==> src/ansi_sgr_color_stream_parser_defines.svh <==
// Assertion macros shared by the color stream parser modules.
`ifndef ANSI_SGR_COLOR_STREAM_PARSER_DEFINES_SVH
`define ANSI_SGR_COLOR_STREAM_PARSER_DEFINES_SVH

// Condition that must hold at every clock edge out of reset.
`define ASCP_ASSERT_NOW(label, cond, msg) \
    label: assert property (@(posedge i_clk) disable iff (!i_rst_n) (cond)) else $error(msg);

// Consequence that must hold in the same cycle as the antecedent.
`define ASCP_ASSERT_IMPL(label, ante, cons, msg) \
    label: assert property (@(posedge i_clk) disable iff (!i_rst_n) \
        (ante) |-> (cons)) else $error(msg);

// Consequence that must hold in the cycle after the antecedent.
`define ASCP_ASSERT_NEXT(label, ante, cons, msg) \
    label: assert property (@(posedge i_clk) disable iff (!i_rst_n) \
        (ante) |=> (cons)) else $error(msg);

`endif

==> src/ascp_pkg.sv <==
// Types, constants and the parameter-apply function of the color stream parser.
package ascp_pkg;

    localparam int OUT_FIFO_DEPTH = 4;

    localparam logic [1:0] KIND_CHAR  = 2'd0;
    localparam logic [1:0] KIND_STYLE = 2'd1;
    localparam logic [1:0] KIND_CLOSE = 2'd2;

    // Escape parser states.
    localparam logic [2:0] PS_TEXT     = 3'd0;
    localparam logic [2:0] PS_ESC      = 3'd1;
    localparam logic [2:0] PS_CSI      = 3'd2;
    localparam logic [2:0] PS_PARAM    = 3'd3;
    localparam logic [2:0] PS_BRACKET  = 3'd4;
    localparam logic [2:0] PS_PRIV     = 3'd5;
    localparam logic [2:0] PS_PRIV_ARG = 3'd6;

    localparam logic [7:0] CHAR_CAN  = 8'h18;
    localparam logic [7:0] CHAR_SUB  = 8'h1A;
    localparam logic [7:0] CHAR_ESC  = 8'h1B;
    localparam logic [7:0] CHAR_CSI  = 8'h9B;
    localparam logic [7:0] CHAR_NUL  = 8'h00;
    localparam logic [7:0] CHAR_BEL  = 8'h07;
    localparam logic [7:0] CHAR_VT   = 8'h0B;
    localparam logic [7:0] CHAR_FF   = 8'h0C;
    localparam logic [7:0] CHAR_CR   = 8'h0D;
    localparam logic [7:0] CHAR_DEL  = 8'h7F;
    localparam logic [7:0] CHAR_SGR  = 8'h6D; // 'm'
    localparam logic [7:0] CHAR_LBR  = 8'h5B; // '['
    localparam logic [7:0] CHAR_SEMI = 8'h3B; // ';'
    localparam logic [7:0] CHAR_QUES = 8'h3F; // '?'
    localparam logic [7:0] CHAR_EQ   = 8'h3D; // '='
    localparam logic [7:0] CHAR_GT   = 8'h3E; // '>'
    localparam logic [7:0] CHAR_H    = 8'h48;
    localparam logic [7:0] CHAR_J    = 8'h4A;
    localparam logic [7:0] CHAR_K    = 8'h4B;
    localparam logic [7:0] CHAR_D0   = 8'h30; // '0'
    localparam logic [7:0] CHAR_D9   = 8'h39; // '9'

    localparam logic [9:0] FG_DEFAULT = 10'd7;
    localparam logic [9:0] BG_DEFAULT = 10'd0;
    localparam logic [9:0] COLOR_MAX  = 10'd1023;

    localparam logic signed [11:0] PARAM_BOLD = 12'sd1;
    localparam logic signed [11:0] PARAM_FG   = 12'sd30;
    localparam logic signed [11:0] PARAM_BG   = 12'sd40;
    localparam logic signed [11:0] ACC_FLOOR  = -12'sd128;

    typedef struct packed {
        logic [1:0] kind;
        logic [7:0] ch;
        logic       close_prev;
        logic       open_span;
        logic       show_fg;
        logic [9:0] fg;
        logic       show_bg;
        logic [9:0] bg;
        logic       last;
    } t_record;

    // Colors of the sequence in progress and the parameter accumulator.
    // The accumulator is kept clamped to -128..1023, the only range a digit sees.
    typedef struct packed {
        logic [9:0]         fg;
        logic [9:0]         bg;
        logic signed [10:0] acc;
    } t_seq;

    function automatic t_seq apply_param(logic signed [11:0] x, logic [9:0] fg,
                                         logic [9:0] bg);
        t_seq              r;
        logic [10:0]       fg_sum;
        logic signed [11:0] off;
        fg_sum = {1'b0, fg} + 11'd8;
        r.fg   = fg;
        r.bg   = bg;
        if (x == 12'sd0) begin
            r.fg = FG_DEFAULT;
            r.bg = BG_DEFAULT;
        end else if (x == PARAM_BOLD) begin
            r.fg = (fg_sum > {1'b0, COLOR_MAX}) ? COLOR_MAX : fg_sum[9:0];
        end else if (x >= PARAM_BG) begin
            off  = x - PARAM_BG;
            r.bg = off[9:0];
        end else if (x >= PARAM_FG) begin
            off  = x - PARAM_FG;
            r.fg = ((fg >= 10'd8) ? 10'd8 : 10'd0) + {6'd0, off[3:0]};
        end
        r.acc = (x < ACC_FLOOR) ? ACC_FLOOR[10:0] : x[10:0];
        return r;
    endfunction

endpackage

==> src/ascp_parser.sv <==
// Escape sequence parser and color state; turns one byte into up to two records.
`include "ansi_sgr_color_stream_parser_defines.svh"

module ascp_parser (
    input  logic             i_clk,
    input  logic             i_rst_n,
    input  logic             i_accept,
    input  logic [7:0]       i_byte,
    input  logic             i_eot,
    output logic [1:0]       o_push_cnt,
    output ascp_pkg::t_record o_rec0,
    output ascp_pkg::t_record o_rec1
);

    logic [2:0]         r_ps, n_ps;
    logic [9:0]         r_cur_fg, n_cur_fg, r_cur_bg, n_cur_bg;
    logic [9:0]         r_seq_fg, n_seq_fg, r_seq_bg, n_seq_bg;
    logic signed [10:0] r_acc, n_acc;
    logic               r_style_pending, n_style_pending;
    logic               r_span_open, n_span_open;

    logic [9:0]         eff_fg, eff_bg;
    logic signed [10:0] eff_acc;
    logic signed [15:0] acc_ext, acc_mul;
    logic signed [11:0] x_digit, x_priv;
    ascp_pkg::t_seq     p_digit, p_priv;
    ascp_pkg::t_record  char_rec, style_rec, close_rec;
    logic               sty_fg, sty_bg;

    // Entering the parameter state from CSI starts from a reset parameter.
    assign eff_fg  = (r_ps == ascp_pkg::PS_CSI) ? ascp_pkg::FG_DEFAULT : r_seq_fg;
    assign eff_bg  = (r_ps == ascp_pkg::PS_CSI) ? ascp_pkg::BG_DEFAULT : r_seq_bg;
    assign eff_acc = (r_ps == ascp_pkg::PS_CSI) ? 11'sd0 : r_acc;

    // acc * 10 + digit, saturated at the top only.
    assign acc_ext = {{5{eff_acc[10]}}, eff_acc};
    assign acc_mul = (acc_ext <<< 3) + (acc_ext <<< 1) + $signed({12'd0, i_byte[3:0]});
    assign x_digit = (acc_mul > 16'sd1023) ? 12'sd1023 : acc_mul[11:0];
    assign x_priv  = {{4{i_byte[7]}}, i_byte};

    assign p_digit = ascp_pkg::apply_param(x_digit, r_cur_fg, r_cur_bg);
    assign p_priv  = ascp_pkg::apply_param(x_priv, r_cur_fg, r_cur_bg);

    assign sty_fg = (r_seq_fg != ascp_pkg::FG_DEFAULT);
    assign sty_bg = (r_seq_bg != ascp_pkg::BG_DEFAULT);

    always_comb begin
        char_rec      = '0;
        char_rec.kind = ascp_pkg::KIND_CHAR;
        char_rec.ch   = i_byte;
        char_rec.last = 1'b1;

        style_rec            = '0;
        style_rec.kind       = ascp_pkg::KIND_STYLE;
        style_rec.close_prev = r_span_open;
        style_rec.open_span  = sty_fg | sty_bg;
        style_rec.show_fg    = sty_fg;
        style_rec.fg         = sty_fg ? r_seq_fg : 10'd0;
        style_rec.show_bg    = sty_bg;
        style_rec.bg         = sty_bg ? r_seq_bg : 10'd0;

        close_rec            = '0;
        close_rec.kind       = ascp_pkg::KIND_CLOSE;
        close_rec.close_prev = 1'b1;
        close_rec.last       = 1'b1;
    end

    always_comb begin
        n_ps            = r_ps;
        n_cur_fg        = r_cur_fg;
        n_cur_bg        = r_cur_bg;
        n_seq_fg        = r_seq_fg;
        n_seq_bg        = r_seq_bg;
        n_acc           = r_acc;
        n_style_pending = r_style_pending;
        n_span_open     = r_span_open;
        o_push_cnt      = 2'd0;
        o_rec0          = '0;
        o_rec1          = '0;

        if (i_accept) begin
            if (i_eot) begin
                if (r_span_open) begin
                    o_push_cnt = 2'd1;
                    o_rec0     = close_rec;
                end
                n_ps            = ascp_pkg::PS_TEXT;
                n_cur_fg        = ascp_pkg::FG_DEFAULT;
                n_cur_bg        = ascp_pkg::BG_DEFAULT;
                n_seq_fg        = ascp_pkg::FG_DEFAULT;
                n_seq_bg        = ascp_pkg::BG_DEFAULT;
                n_acc           = 11'sd0;
                n_style_pending = 1'b0;
                n_span_open     = 1'b0;
            end else if (i_byte == ascp_pkg::CHAR_CAN || i_byte == ascp_pkg::CHAR_SUB) begin
                n_ps = ascp_pkg::PS_TEXT;
            end else if (i_byte == ascp_pkg::CHAR_ESC) begin
                n_ps = ascp_pkg::PS_ESC;
            end else if (i_byte == ascp_pkg::CHAR_CSI) begin
                n_ps = ascp_pkg::PS_CSI;
            end else if (i_byte inside {ascp_pkg::CHAR_BEL, ascp_pkg::CHAR_NUL,
                                        ascp_pkg::CHAR_DEL, ascp_pkg::CHAR_VT,
                                        ascp_pkg::CHAR_CR, ascp_pkg::CHAR_FF}) begin
                n_ps = r_ps;
            end else begin
                case (r_ps)
                    ascp_pkg::PS_TEXT: begin
                        if (r_style_pending) begin
                            o_push_cnt      = 2'd2;
                            o_rec0          = style_rec;
                            o_rec1          = char_rec;
                            n_span_open     = sty_fg | sty_bg;
                            n_style_pending = 1'b0;
                        end else begin
                            o_push_cnt = 2'd1;
                            o_rec0     = char_rec;
                        end
                    end
                    ascp_pkg::PS_ESC: begin
                        if (i_byte == ascp_pkg::CHAR_LBR) begin
                            n_ps = ascp_pkg::PS_CSI;
                        end else if (i_byte inside {ascp_pkg::CHAR_EQ, ascp_pkg::CHAR_GT,
                                                    ascp_pkg::CHAR_H}) begin
                            n_ps = ascp_pkg::PS_TEXT;
                        end
                    end
                    ascp_pkg::PS_CSI, ascp_pkg::PS_PARAM: begin
                        if (r_ps == ascp_pkg::PS_CSI && (i_byte inside {ascp_pkg::CHAR_K,
                                ascp_pkg::CHAR_H, ascp_pkg::CHAR_J})) begin
                            n_ps = ascp_pkg::PS_TEXT;
                        end else if (r_ps == ascp_pkg::PS_CSI &&
                                     i_byte == ascp_pkg::CHAR_QUES) begin
                            n_ps = ascp_pkg::PS_PRIV;
                        end else begin
                            n_ps     = ascp_pkg::PS_PARAM;
                            n_seq_fg = eff_fg;
                            n_seq_bg = eff_bg;
                            n_acc    = eff_acc;
                            if (i_byte == ascp_pkg::CHAR_SGR) begin
                                if (r_cur_fg != eff_fg || r_cur_bg != eff_bg) begin
                                    n_cur_fg        = eff_fg;
                                    n_cur_bg        = eff_bg;
                                    n_acc           = 11'sd0;
                                    n_style_pending = 1'b1;
                                end
                                n_ps = ascp_pkg::PS_TEXT;
                            end else if (i_byte == ascp_pkg::CHAR_LBR) begin
                                n_ps = ascp_pkg::PS_BRACKET;
                            end else if (i_byte == ascp_pkg::CHAR_SEMI) begin
                                n_seq_fg = ascp_pkg::FG_DEFAULT;
                                n_seq_bg = ascp_pkg::BG_DEFAULT;
                                n_acc    = 11'sd0;
                            end else if (i_byte inside {[ascp_pkg::CHAR_D0:ascp_pkg::CHAR_D9]})
                            begin
                                n_seq_fg = p_digit.fg;
                                n_seq_bg = p_digit.bg;
                                n_acc    = p_digit.acc;
                            end else begin
                                n_ps = ascp_pkg::PS_TEXT;
                            end
                        end
                    end
                    ascp_pkg::PS_PRIV: begin
                        n_seq_fg = p_priv.fg;
                        n_seq_bg = p_priv.bg;
                        n_acc    = p_priv.acc;
                        n_ps     = ascp_pkg::PS_PRIV_ARG;
                    end
                    ascp_pkg::PS_BRACKET, ascp_pkg::PS_PRIV_ARG: begin
                        n_ps = ascp_pkg::PS_TEXT;
                    end
                    default: begin
                        n_ps = r_ps;
                    end
                endcase
            end
        end
    end

    always_ff @(posedge i_clk) begin
        if (!i_rst_n) begin
            r_ps            <= ascp_pkg::PS_TEXT;
            r_cur_fg        <= ascp_pkg::FG_DEFAULT;
            r_cur_bg        <= ascp_pkg::BG_DEFAULT;
            r_seq_fg        <= ascp_pkg::FG_DEFAULT;
            r_seq_bg        <= ascp_pkg::BG_DEFAULT;
            r_acc           <= 11'sd0;
            r_style_pending <= 1'b0;
            r_span_open     <= 1'b0;
        end else begin
            r_ps            <= n_ps;
            r_cur_fg        <= n_cur_fg;
            r_cur_bg        <= n_cur_bg;
            r_seq_fg        <= n_seq_fg;
            r_seq_bg        <= n_seq_bg;
            r_acc           <= n_acc;
            r_style_pending <= n_style_pending;
            r_span_open     <= n_span_open;
        end
    end

    `ASCP_ASSERT_NEXT(a_style_consumed, o_push_cnt == 2'd2, !r_style_pending, "pending style kept")
    `ASCP_ASSERT_NEXT(a_eot_resets, i_accept && i_eot, r_ps == ascp_pkg::PS_TEXT && !r_span_open && !r_style_pending, "end of text did not reset")
    `ASCP_ASSERT_NEXT(a_span_idle, !i_accept, $stable(r_span_open) && $stable(r_ps), "state moved without a transfer")

endmodule

==> src/ascp_rec_fifo.sv <==
// Output record queue: up to two in a cycle, one out a cycle while i_ready.
`include "ansi_sgr_color_stream_parser_defines.svh"

module ascp_rec_fifo #(
    parameter int DEPTH = ascp_pkg::OUT_FIFO_DEPTH // power of two, at least 4
) (
    input  logic              i_clk,
    input  logic              i_rst_n,
    input  logic [1:0]        i_push_cnt,
    input  ascp_pkg::t_record i_rec0,
    input  ascp_pkg::t_record i_rec1,
    output logic              o_room,
    output logic              o_valid,
    input  logic              i_ready,
    output ascp_pkg::t_record o_rec
);

    localparam int PTR_W = $clog2(DEPTH);
    localparam int CNT_W = $clog2(DEPTH + 1);

    ascp_pkg::t_record r_mem [DEPTH];
    logic [PTR_W-1:0]  r_wr_ptr, r_rd_ptr;
    logic [CNT_W-1:0]  r_count, n_count;
    logic              pop;

    assign o_valid = (r_count != '0);
    assign o_rec   = r_mem[r_rd_ptr];
    assign pop     = o_valid & i_ready;
    // Room for the worst case of two records from the next byte.
    assign o_room  = (r_count <= CNT_W'(DEPTH - 2));
    assign n_count = r_count + CNT_W'(i_push_cnt) - CNT_W'(pop);

    always_ff @(posedge i_clk) begin
        if (i_push_cnt != 2'd0) begin
            r_mem[r_wr_ptr] <= i_rec0;
        end
        if (i_push_cnt == 2'd2) begin
            r_mem[r_wr_ptr + PTR_W'(1)] <= i_rec1;
        end
    end

    always_ff @(posedge i_clk) begin
        if (!i_rst_n) begin
            r_wr_ptr <= '0;
            r_rd_ptr <= '0;
            r_count  <= '0;
        end else begin
            r_wr_ptr <= r_wr_ptr + PTR_W'(i_push_cnt);
            r_rd_ptr <= r_rd_ptr + PTR_W'(pop);
            r_count  <= n_count;
        end
    end

    `ASCP_ASSERT_NOW(a_count_bound, r_count <= CNT_W'(DEPTH), "record queue count beyond depth")
    `ASCP_ASSERT_IMPL(a_no_overflow, i_push_cnt != 2'd0, ({1'b0, r_count} + (CNT_W+1)'(i_push_cnt)) <= (CNT_W+1)'(DEPTH), "record queue overflow")

endmodule

==> src/ansi_sgr_color_stream_parser.sv <==
// Top level of the terminal color escape parser with streaming ports.
//
// Input channel: one byte of terminal text per transfer on i_s_axis_tdata;
// i_s_axis_tlast set marks end of text, the byte is then ignored, an open
// span is closed and all parser and color state returns to reset.
// Output channel: one record per transfer. o_m_axis_tuser holds the record
// kind (character, style change, final close), o_m_axis_tdata the fields,
// and o_m_axis_tlast marks the last record caused by one input byte.
// Latency: records of a byte accepted at one edge are offered from the next
// cycle on. Throughput: one byte per cycle while o_s_axis_tready is high;
// a byte that carries a pending style change yields two records.
// The records sit in a small queue (FIFO_DEPTH entries); o_s_axis_tready
// is high while the queue has room for two records, so a stalled receiver
// stops input only once the queue holds more than FIFO_DEPTH-2 records.
// Reset (synchronous, active low) empties the queue and puts the parser in
// plain text with foreground 7, background 0 and no open span.
module ansi_sgr_color_stream_parser #(
    parameter int FIFO_DEPTH = ascp_pkg::OUT_FIFO_DEPTH
) (
    input  logic        i_clk,
    input  logic        i_rst_n,
    input  logic        i_s_axis_tvalid,
    output logic        o_s_axis_tready,
    input  logic [7:0]  i_s_axis_tdata,  // [7:0] text_byte
    input  logic        i_s_axis_tlast,  // end_of_text
    output logic        o_m_axis_tvalid,
    input  logic        i_m_axis_tready,
    // [7:0] char_out, [8] close_previous, [9] open_span, [10] show_fg,
    // [20:11] fg_color, [21] show_bg, [31:22] bg_color
    output logic [31:0] o_m_axis_tdata,
    output logic [1:0]  o_m_axis_tuser,  // [1:0] record_kind
    output logic        o_m_axis_tlast   // last
);

    logic              accept;
    logic              room;
    logic [1:0]        push_cnt;
    ascp_pkg::t_record rec0, rec1, head;

    assign o_s_axis_tready = room;
    assign accept          = i_s_axis_tvalid & room;

    ascp_parser u_parser (
        .i_clk      (i_clk),
        .i_rst_n    (i_rst_n),
        .i_accept   (accept),
        .i_byte     (i_s_axis_tdata),
        .i_eot      (i_s_axis_tlast),
        .o_push_cnt (push_cnt),
        .o_rec0     (rec0),
        .o_rec1     (rec1)
    );

    ascp_rec_fifo #(
        .DEPTH (FIFO_DEPTH)
    ) u_rec_fifo (
        .i_clk      (i_clk),
        .i_rst_n    (i_rst_n),
        .i_push_cnt (push_cnt),
        .i_rec0     (rec0),
        .i_rec1     (rec1),
        .o_room     (room),
        .o_valid    (o_m_axis_tvalid),
        .i_ready    (i_m_axis_tready),
        .o_rec      (head)
    );

    assign o_m_axis_tdata = {head.bg, head.show_bg, head.fg, head.show_fg,
                             head.open_span, head.close_prev, head.ch};
    assign o_m_axis_tuser = head.kind;
    assign o_m_axis_tlast = head.last;

endmodule

==> config.mk <==
export PLATFORM = sky130hd
export DESIGN_NAME = ansi_sgr_color_stream_parser
export DESIGN_NICKNAME = d
export VERILOG_FILES = /design/src/ascp_pkg.sv /design/src/ascp_parser.sv /design/src/ascp_rec_fifo.sv /design/src/ansi_sgr_color_stream_parser.sv
export VERILOG_INCLUDE_DIRS = /design/src /design/src/src
export SDC_FILE = /design/constraint.sdc
export NUM_CORES = 1
export LEC_CHECK = 0
export BUFFER_PORTS_ARGS = -buffer_cell sky130_fd_sc_hd__buf_2
export CAP_MARGIN = 0
export CORE_MARGIN = 3
export CORE_UTILIZATION = 56
export DETAILED_ROUTE_END_ITERATION = 12
export PLACE_DENSITY_LB_ADDON = 0.12
export SETUP_SLACK_MARGIN = 0.3
export SYNTH_ARGS = -nofsm -noshare
export SYNTH_HDL_FRONTEND = slang
export SYNTH_SLANG_ARGS = --single-unit
==> constraint.sdc <==
create_clock -name i_clk -period 8.04 [get_ports i_clk]
set_input_delay 0.804 -clock i_clk [delete_from_list [all_inputs] [get_ports i_clk]]
set_output_delay 0.804 -clock i_clk [all_outputs]
set_load 0.02 [all_outputs]
==> flow_summary_export.csv, run 1 <==
group,metric,value,unit
sta,setup-violations-final,0,
sta,period_share,82.21,%
yosys,synthAdderAreaFrac,2.754,%
yosys,synth-edff-count,36,
sta,skew,27.12,ps
power_and_ir_drop,ir_drop,0.0001463,V
worst_setup_path,path_max_fanout,12,
worst_setup_path,rrSetupSlack,1430,ps
drt,wl,37.75,mm
grt,overflow,0,
worst_setup_path,crit_slowest_cell,"a211oi_1",
die,die_x,155.6,um
yosys,synth_top_family_by_area,"compound AO/OA/AOI/OAI gates",
die,start_util,57.28,%
grt,grt_pass1_wl,59.53,mm
yosys,yosys.area.top_type,"dfxtp_1",
yosys,syn_area_per_cell,8.892,um^2
yosys,syn_nets,1450,
final_layout,nets,1427,
power_and_ir_drop,powerDensity,188.1,nW/um^2
drt,via_per_inst,6.802,
clocking,cts_tree,"done",
final_layout,post-route-util,62.06,%
drt,drc_errors,0,
clocking,insertion_delay,520,ps
sta,fin_tns_setup,0,ps
final_layout,antenna_cells,0,
sta,hold_viol,0,
clocking,clk_pin_slew,70,ps
clocking,clock-sinks,203,
power_and_ir_drop,combPwrFrac,14.8,%
sta,tightest_slew,1170,ps
yosys,synthXorXnorAreaFrac,3.543,%
worst_setup_path,reg2reg_from,"u_parser.r_ps[1]",
yosys,synth_cell_types,99,
clocking,holdBufCountCts,0,
drt,drtPass1Iterations,6,
place,gp_congestion,0.9675,
worst_setup_path,cp-end-kind,"register",
outcome,status,"finished clean",
worst_setup_path,rr_endpoint,"u_parser.r_seq_fg[0]",
worst_setup_path,critPathRequiredTime,8450,ps
sta,slew_headroom,21.91,%
yosys,ys_seq_elements,203,
power_and_ir_drop,power_frac_clock,42.8,%
final_layout,area_growth,8.352,%
place,port_buffers,49,
grt,grt_usage,30.19,%
grt,first_global_vias,10670,
worst_setup_path,startpoint,"u_parser.r_ps[1]",
power_and_ir_drop,p_switching,0.7010,mW
clocking,numCtsBuffers,23,
die,die_area,24220,um^2
power_and_ir_drop,sw_frac_of_total,27.43,%
sta,max_freq,151.3,MHz
worst_hold_path,min_path_type,"register to register",
grt,grt_max_degree,34,
worst_setup_path,worstPathCellList,"or3b_1 -> and2_1 -> ha_1 -> ha_1 -> or4b_1 -> nor2b_4 -> a211oi_4 -> xor2_2 -> nor4_2 -> mux2i_1 -> a21oi_2 -> a211oi_1 -> inv_1 -> ha_1 -> nand2_1 -> o2111ai_1 -> o21ai_2 -> or2_1 -> mux2_4 -> a222oi_1",
clocking,ctsHtreeMaxLevel,1,
yosys,synth_ff_type,"dfxtp_1",
sta,finalMaxSlewViolations,0,
yosys,async_reset_ff_share,0,%
die,io_pins,50,
yosys,synth.area.top_cells,"dfxtp_1, edfxtp_1, mux4_2",
power_and_ir_drop,p_leak,5.189,nW
die,rows,54,
clocking,cts_buffer_depth,3,
yosys,synth_compound_area_share,25.70,%
run,drv_cap,0,
drt,wl_per_cell,22.42,um
drt,ant_nets,0,
yosys,synth_top_area_share,26.66,%
clocking,cts.repair.resized,0,
yosys,ys_warn_count,0,
worst_setup_path,cp.arrival,7020,ps
yosys,syn_inst,1410,
place,dp_hpwl,25.79,mm
clocking,postCtsSetupBuffers,0,
worst_setup_path,max_stage_delay,690,ps
die,fp.dieH,155.6,um
worst_setup_path,cp-endpoint,"u_parser.r_seq_fg[0]",
yosys,muxShareOfSynthArea,9.131,%
sta,finalCriticalPeriod,6609,ps
yosys,synth-seq-area-share,35.29,%
power_and_ir_drop,p_int,1.854,mW
drt,drt_iter0_drc,1109,
power_and_ir_drop,power_frac_seq,42.4,%
grt,antenna_found_initial,0,
sta,rsz0062_at_grt,"no",
yosys,syn_area,12540,um^2
worst_hold_path,min_from,"u_rec_fifo.r_mem[0][23]",
yosys,synthSimpleGateAreaFrac,18.27,%
drt,vias,11450,
clocking,root_buffer,"clkbuf_16",
final_layout,drive_gt1_share,12.89,%
worst_setup_path,crit_path_start_kind,"register",
worst_setup_path,crit_path_frequent_cell,"ha_1",
die,core_area,21890,um^2
worst_setup_path,crit_type,"register to register",
worst_setup_path,reg2reg_depth,20,
cells in the final DEF, fill, tap and decap left out, types with 35 or more instances in the layout:
cell and count:
dfxtp_1 165, nor2_1 158, nand2_1 80, a21oi_1 79, a22o_1 79, o21ai_0 75, buf_2 49, and2_1 46
inv_1 45, edfxtp_1 36, mux4_2 35
power by group through the flow:
stage / Combinational, mW / Sequential [mW] / Clock (mW)
6_report: 0.379 / 1.08 / 1.09
5_1_grt: 0.411 / 1.09 / 1.14
4_1_cts: 0.380 / 1.08 / 1.10
3_5_place_dp: 0.379 / 1.11 / 0
3_3_place_gp: 0.376 / 1.10 / 0
2_1_floorplan: 0.293 / 1.09 / 0
Yosys cell counts, types with 8 or more instances:
master and number:
a211o_1 9, a211oi_1 8, a21o_1 9, a21oi_1 79
a22o_1 79, a22oi_1 29, a31oi_1 29, and2_1 46
and3_1 9, buf_1 9, buf_2 14, clkbuf_1 85
dfxtp_1 167, edfxtp_1 36, ha_1 26, inv_1 45
mux2i_1 33, mux4_2 35, nand2_1 80, nand2b_1 11
nand3_1 30, nand4_1 18, nor2_1 158, nor2b_1 11
nor3_1 27, nor4_1 19, o211ai_1 12, o21a_1 14
o21ai_0 75, o31ai_1 15, o32ai_1 9, or3_1 10
xnor2_1 34, xor2_1 8
logic make-up (layout without fill, tap and decap cells):
| kind of cell | count (synthesis) | after routing |
|---|---|---|
| compound gates | 446 | 446 |
| xor+xnor | 46 | 46 |
| fa+ha+maj | 27 | 27 |
| buf+inv | 162 | 156 |
| flops | 203 | 203 |
| mux | 70 | 70 |
| simple gates | 456 | 456 |
critical path, delay by kind of cell, from the launching register on:
family / cells / cell delay [ps]
AO/OA/AOI/OAI: 6 / 1810
XOR/XNOR: 1 / 180
adder cells (fa/ha/maj): 3 / 760
buffers and inverters: 1 / 110
flip-flops: 1 / 570
multiplexers: 2 / 760
AND/OR/NAND/NOR: 7 / 2290
worst min path at each step:
stage                         endpoint  slack [ps]  cells past startpoint
5_1_grt        u_rec_fifo.r_mem[3][15]         480                      1
3_5_place_dp   u_rec_fifo.r_mem[0][23]         450                      2
4_1_cts        u_rec_fifo.r_mem[2][33]         460                      2
3_3_place_gp   u_rec_fifo.r_mem[0][23]         430                      2
2_1_floorplan  u_rec_fifo.r_mem[0][23]         420                      2
6_report       u_rec_fifo.r_mem[0][23]         460                      2
area by class of cell:
type                       instances  area (um^2)
fill                            1896         8305
multi-input combinational       1045         7458
sequential                       203         4427
clock buffer                      32        671.9
timing repair buffer              68        387.9
tap                              280        350.3
inverter                          46        172.7
clock inverter                    10        117.6
per-stage QoR:
step / cell area [um^2] / instances / power [mW] / worst slack, ps / hold slack (ps)
after floorplan: 12540 / 1410 / 1.379 / 2334 / 420.5
after global routing: 13590 / 1684 / 2.637 / 939.8 / 477.8
after CTS: 13590 / 1684 / 2.561 / 1568 / 458.5
after detailed placement: 12800 / 1642 / 1.485 / 1605 / 447.3
after global placement: 12800 / 1642 / 1.480 / 1863 / 429.9
final: 13590 / 1684 / 2.555 / 1431 / 457.5
state kept, by name (all words and copies together) (netlist names):
signal                    count
u_rec_fifo.r_rd_ptr           2
u_parser.r_cur_bg            10
u_parser.r_style_pending      1
u_rec_fifo.r_wr_ptr           2
u_parser.r_acc               11
u_parser.r_ps                 3
u_parser.r_cur_fg            10
u_rec_fifo.r_mem            140
u_parser.r_span_open          1
u_parser.r_seq_bg            10
u_rec_fifo.r_count            3
u_parser.r_seq_fg            10
routing by layer:
| metal | vias to the layer above | part of all wire (%) | track usage, % | wire (um) |
|---|---|---|---|---|
| li1 | 5250 | - | - | - |
| met1 | 5562 | 43 | 43.21 | 16350 |
| met2 | 557 | 46 | 48.14 | 17550 |
| met3 | 85 | 7.5 | 3.467 | 2820 |
| met4 | 0 | 2.7 | 9.629 | 1038 |
| met5 | - | 0 | 0 | 0 |
Note: power is estimated with default switching activity, not from simulation.
==> run 2, diff against run 1 <==
==> constraint.sdc (replaced) <==
create_clock -name i_clk -period 6.1 [get_ports i_clk]
set_input_delay 0.61 -clock i_clk [delete_from_list [all_inputs] [get_ports i_clk]]
set_output_delay 0.61 -clock i_clk [all_outputs]
set_load 0.02 [all_outputs]
==> flow_summary_export.csv, run 2 (same netlist as run 1, synthesis figures left out) <==
group,metric,value,unit
grt,overflow,0,
die,start_util,57.28,%
sta,finalCriticalPeriod,5531,ps
worst_setup_path,critPathRequiredTime,6510,ps
sta,rsz0062_at_grt,"no",
power_and_ir_drop,powerDensity,238.4,nW/um^2
place,gp_congestion,0.9873,
final_layout,largestRegisters,"u_rec_fifo.r_mem (140), u_parser.r_acc (11)",
final_layout,nets,1438,
die,io_pins,50,
grt,grt_pass1_wl,60.02,mm
die,core_area,21890,um^2
power_and_ir_drop,ir_drop,0.0002015,V
final_layout,antenna_cells,0,
outcome,status,"finished clean",
drt,via_per_inst,6.717,
clocking,holdBufCountCts,0,
final_layout,fillers,1879,
worst_setup_path,cp.arrival,5940,ps
sta,slew_headroom,21.07,%
clocking,cts_buffer_depth,3,
clocking,cts_tree,"done",
sta,max_freq,180.8,MHz
final_layout,area_growth,8.532,%
clocking,root_buffer,"clkbuf_16",
sta,period_share,90.67,%
sta,skew,20.22,ps
grt,grt_max_degree,33,
final_layout,largest_reg_flops,140,
clocking,clk_pin_slew,70,ps
worst_setup_path,path_max_fanout,7,
drt,wl_per_cell,22.32,um
place,placed_area,12880,um^2
worst_hold_path,min_path_type,"primary input to register",
place,port_buffers,49,
clocking,numCtsBuffers,22,
run,drv_cap,0,
grt,antenna_found_initial,0,
drt,ant_nets,0,
final_layout,largest_register,"u_rec_fifo.r_mem",
worst_setup_path,max_stage_delay,520,ps
place,dp_hpwl,26.27,mm
drt,drt_iter0_drc,1065,
drt,drtPass1Iterations,6,
clocking,insertion_delay,510,ps
worst_setup_path,cp-end-kind,"register",
drt,wl,37.79,mm
clocking,clock-sinks,203,
power_and_ir_drop,p_leak,5.200,nW
drt,drc_errors,0,
clocking,ctsHtreeMaxLevel,1,
sta,hold_viol,0,
die,fp.dieH,155.6,um
die,rows,54,
sta,finalMaxSlewViolations,0,
die,die_area,24220,um^2
worst_setup_path,worstPathCellList,"or3b_1 -> and2_1 -> ha_1 -> ha_1 -> or4b_1 -> nor2b_4 -> a211oi_4 -> xor2_2 -> nor4_2 -> mux2i_2 -> a21oi_2 -> nor2_2 -> o21a_1 -> inv_1 -> ha_1 -> nand2_1 -> o2111ai_1 -> o21ai_2 -> or2_4 -> mux2_4 -> a222oi_1",
drt,vias,11370,
worst_setup_path,crit_path_frequent_cell,"ha_1",
worst_setup_path,crit_path_start_kind,"register",
worst_setup_path,rrSetupSlack,570,ps
worst_setup_path,crit_slowest_cell,"or4b_1",
final_layout,final_common_cell,"dfxtp_1",
final_layout,most-common-layout-cells,"dfxtp_1, nor2_1, nand2_1",
sta,fin_tns_setup,0,ps
final_layout,drive_gt1_share,13.45,%
grt,grt_usage,30.47,%
sta,setup-violations-final,0,
final_layout,final_cell_area,13610,um^2
worst_setup_path,crit_type,"register to register",
die,die_x,155.6,um
sta,tightest_slew,1184,ps
grt,first_global_vias,10850,
run 2: changes by cell type in the layout (fill, tap and decap cells not counted), moves of 2 or more:
| cell | delta |
|---|---|
| buf_4 | +12 |
| clkinv_2 | -2 |
| clkinv_1 | +3 |
| clkbuf_16 | -2 |
| clkbuf_8 | -2 |
| clkinvlp_2 | +2 |
run 2: layer usage:
layer / part of all wire [%] / GRT usage (%) / vias up
li1: - / - / 5261
met1: 42 / 41.53 / 5506
met2: 47 / 50.52 / 523
met3: 8.2 / 4.300 / 82
met5: 0 / 0 / -
met4: 3.0 / 9.587 / 0
run 2: final cells by class:
type	count	area, um^2	share of cell area (%)
sequential	203	4427	32.53
timing repair buffer	80	478.0	3.512
tap	280	350.3	2.574
multi-input combinational	1045	7467	54.87
clock buffer	27	589.3	4.331
inverter	46	172.7	1.269
clock inverter	12	123.9	0.9103
run 2: worst paths after layout:
kind                             endpoint  depth (start not counted)               startpoint
setup / recovery     u_parser.r_seq_fg[0]                         21         u_parser.r_ps[2]
setup reg to reg     u_parser.r_seq_fg[0]                         21         u_parser.r_ps[2]
hold reg to reg   u_rec_fifo.r_mem[2][33]                          2  u_rec_fifo.r_mem[2][33]
hold / removal       u_parser.r_cur_fg[0]                          2                  i_rst_n
run 2: per-stage QoR:
stage / instances / hold WS [ps] / utilization [%] / total power, mW / setup WS [ps]
2_1_floorplan: 1410 / 420.5 / - / 1.817 / 394.1
3_3_place_gp: 1653 / 438.3 / 58.83 / 1.952 / 639.8
3_5_place_dp: 1653 / 451.8 / 58.83 / 1.957 / 435.6
4_1_cts: 1692 / 454.0 / 62.09 / 3.250 / 402.6
5_1_grt: 1693 / 471.4 / 62.16 / 3.362 / 321.2
6_report: 1693 / 463.0 / 62.16 / 3.244 / 569.1
run 2: timing repair:
item,CTS,global route
setup endpoints to repair,0,5
gates resized for setup,0,3
buffers inserted,0,1
run 2: critical path: cells and delay by family, from the launching register on:
family	cells	cell delay, ps
and+or+nand+nor	8	2170
buffers and inverters	1	60
xor gates and xnor gates	1	180
DFF	1	310
AOI/OAI and AO/OA	6	1330
muxes	2	680
adders and majority gates	3	710
run 2: report_power, final:
group / internal, mW / switching (mW)
Combinational: 0.193 / 0.307
Clock: 0.772 / 0.542
Sequential: 1.39 / 0.0354
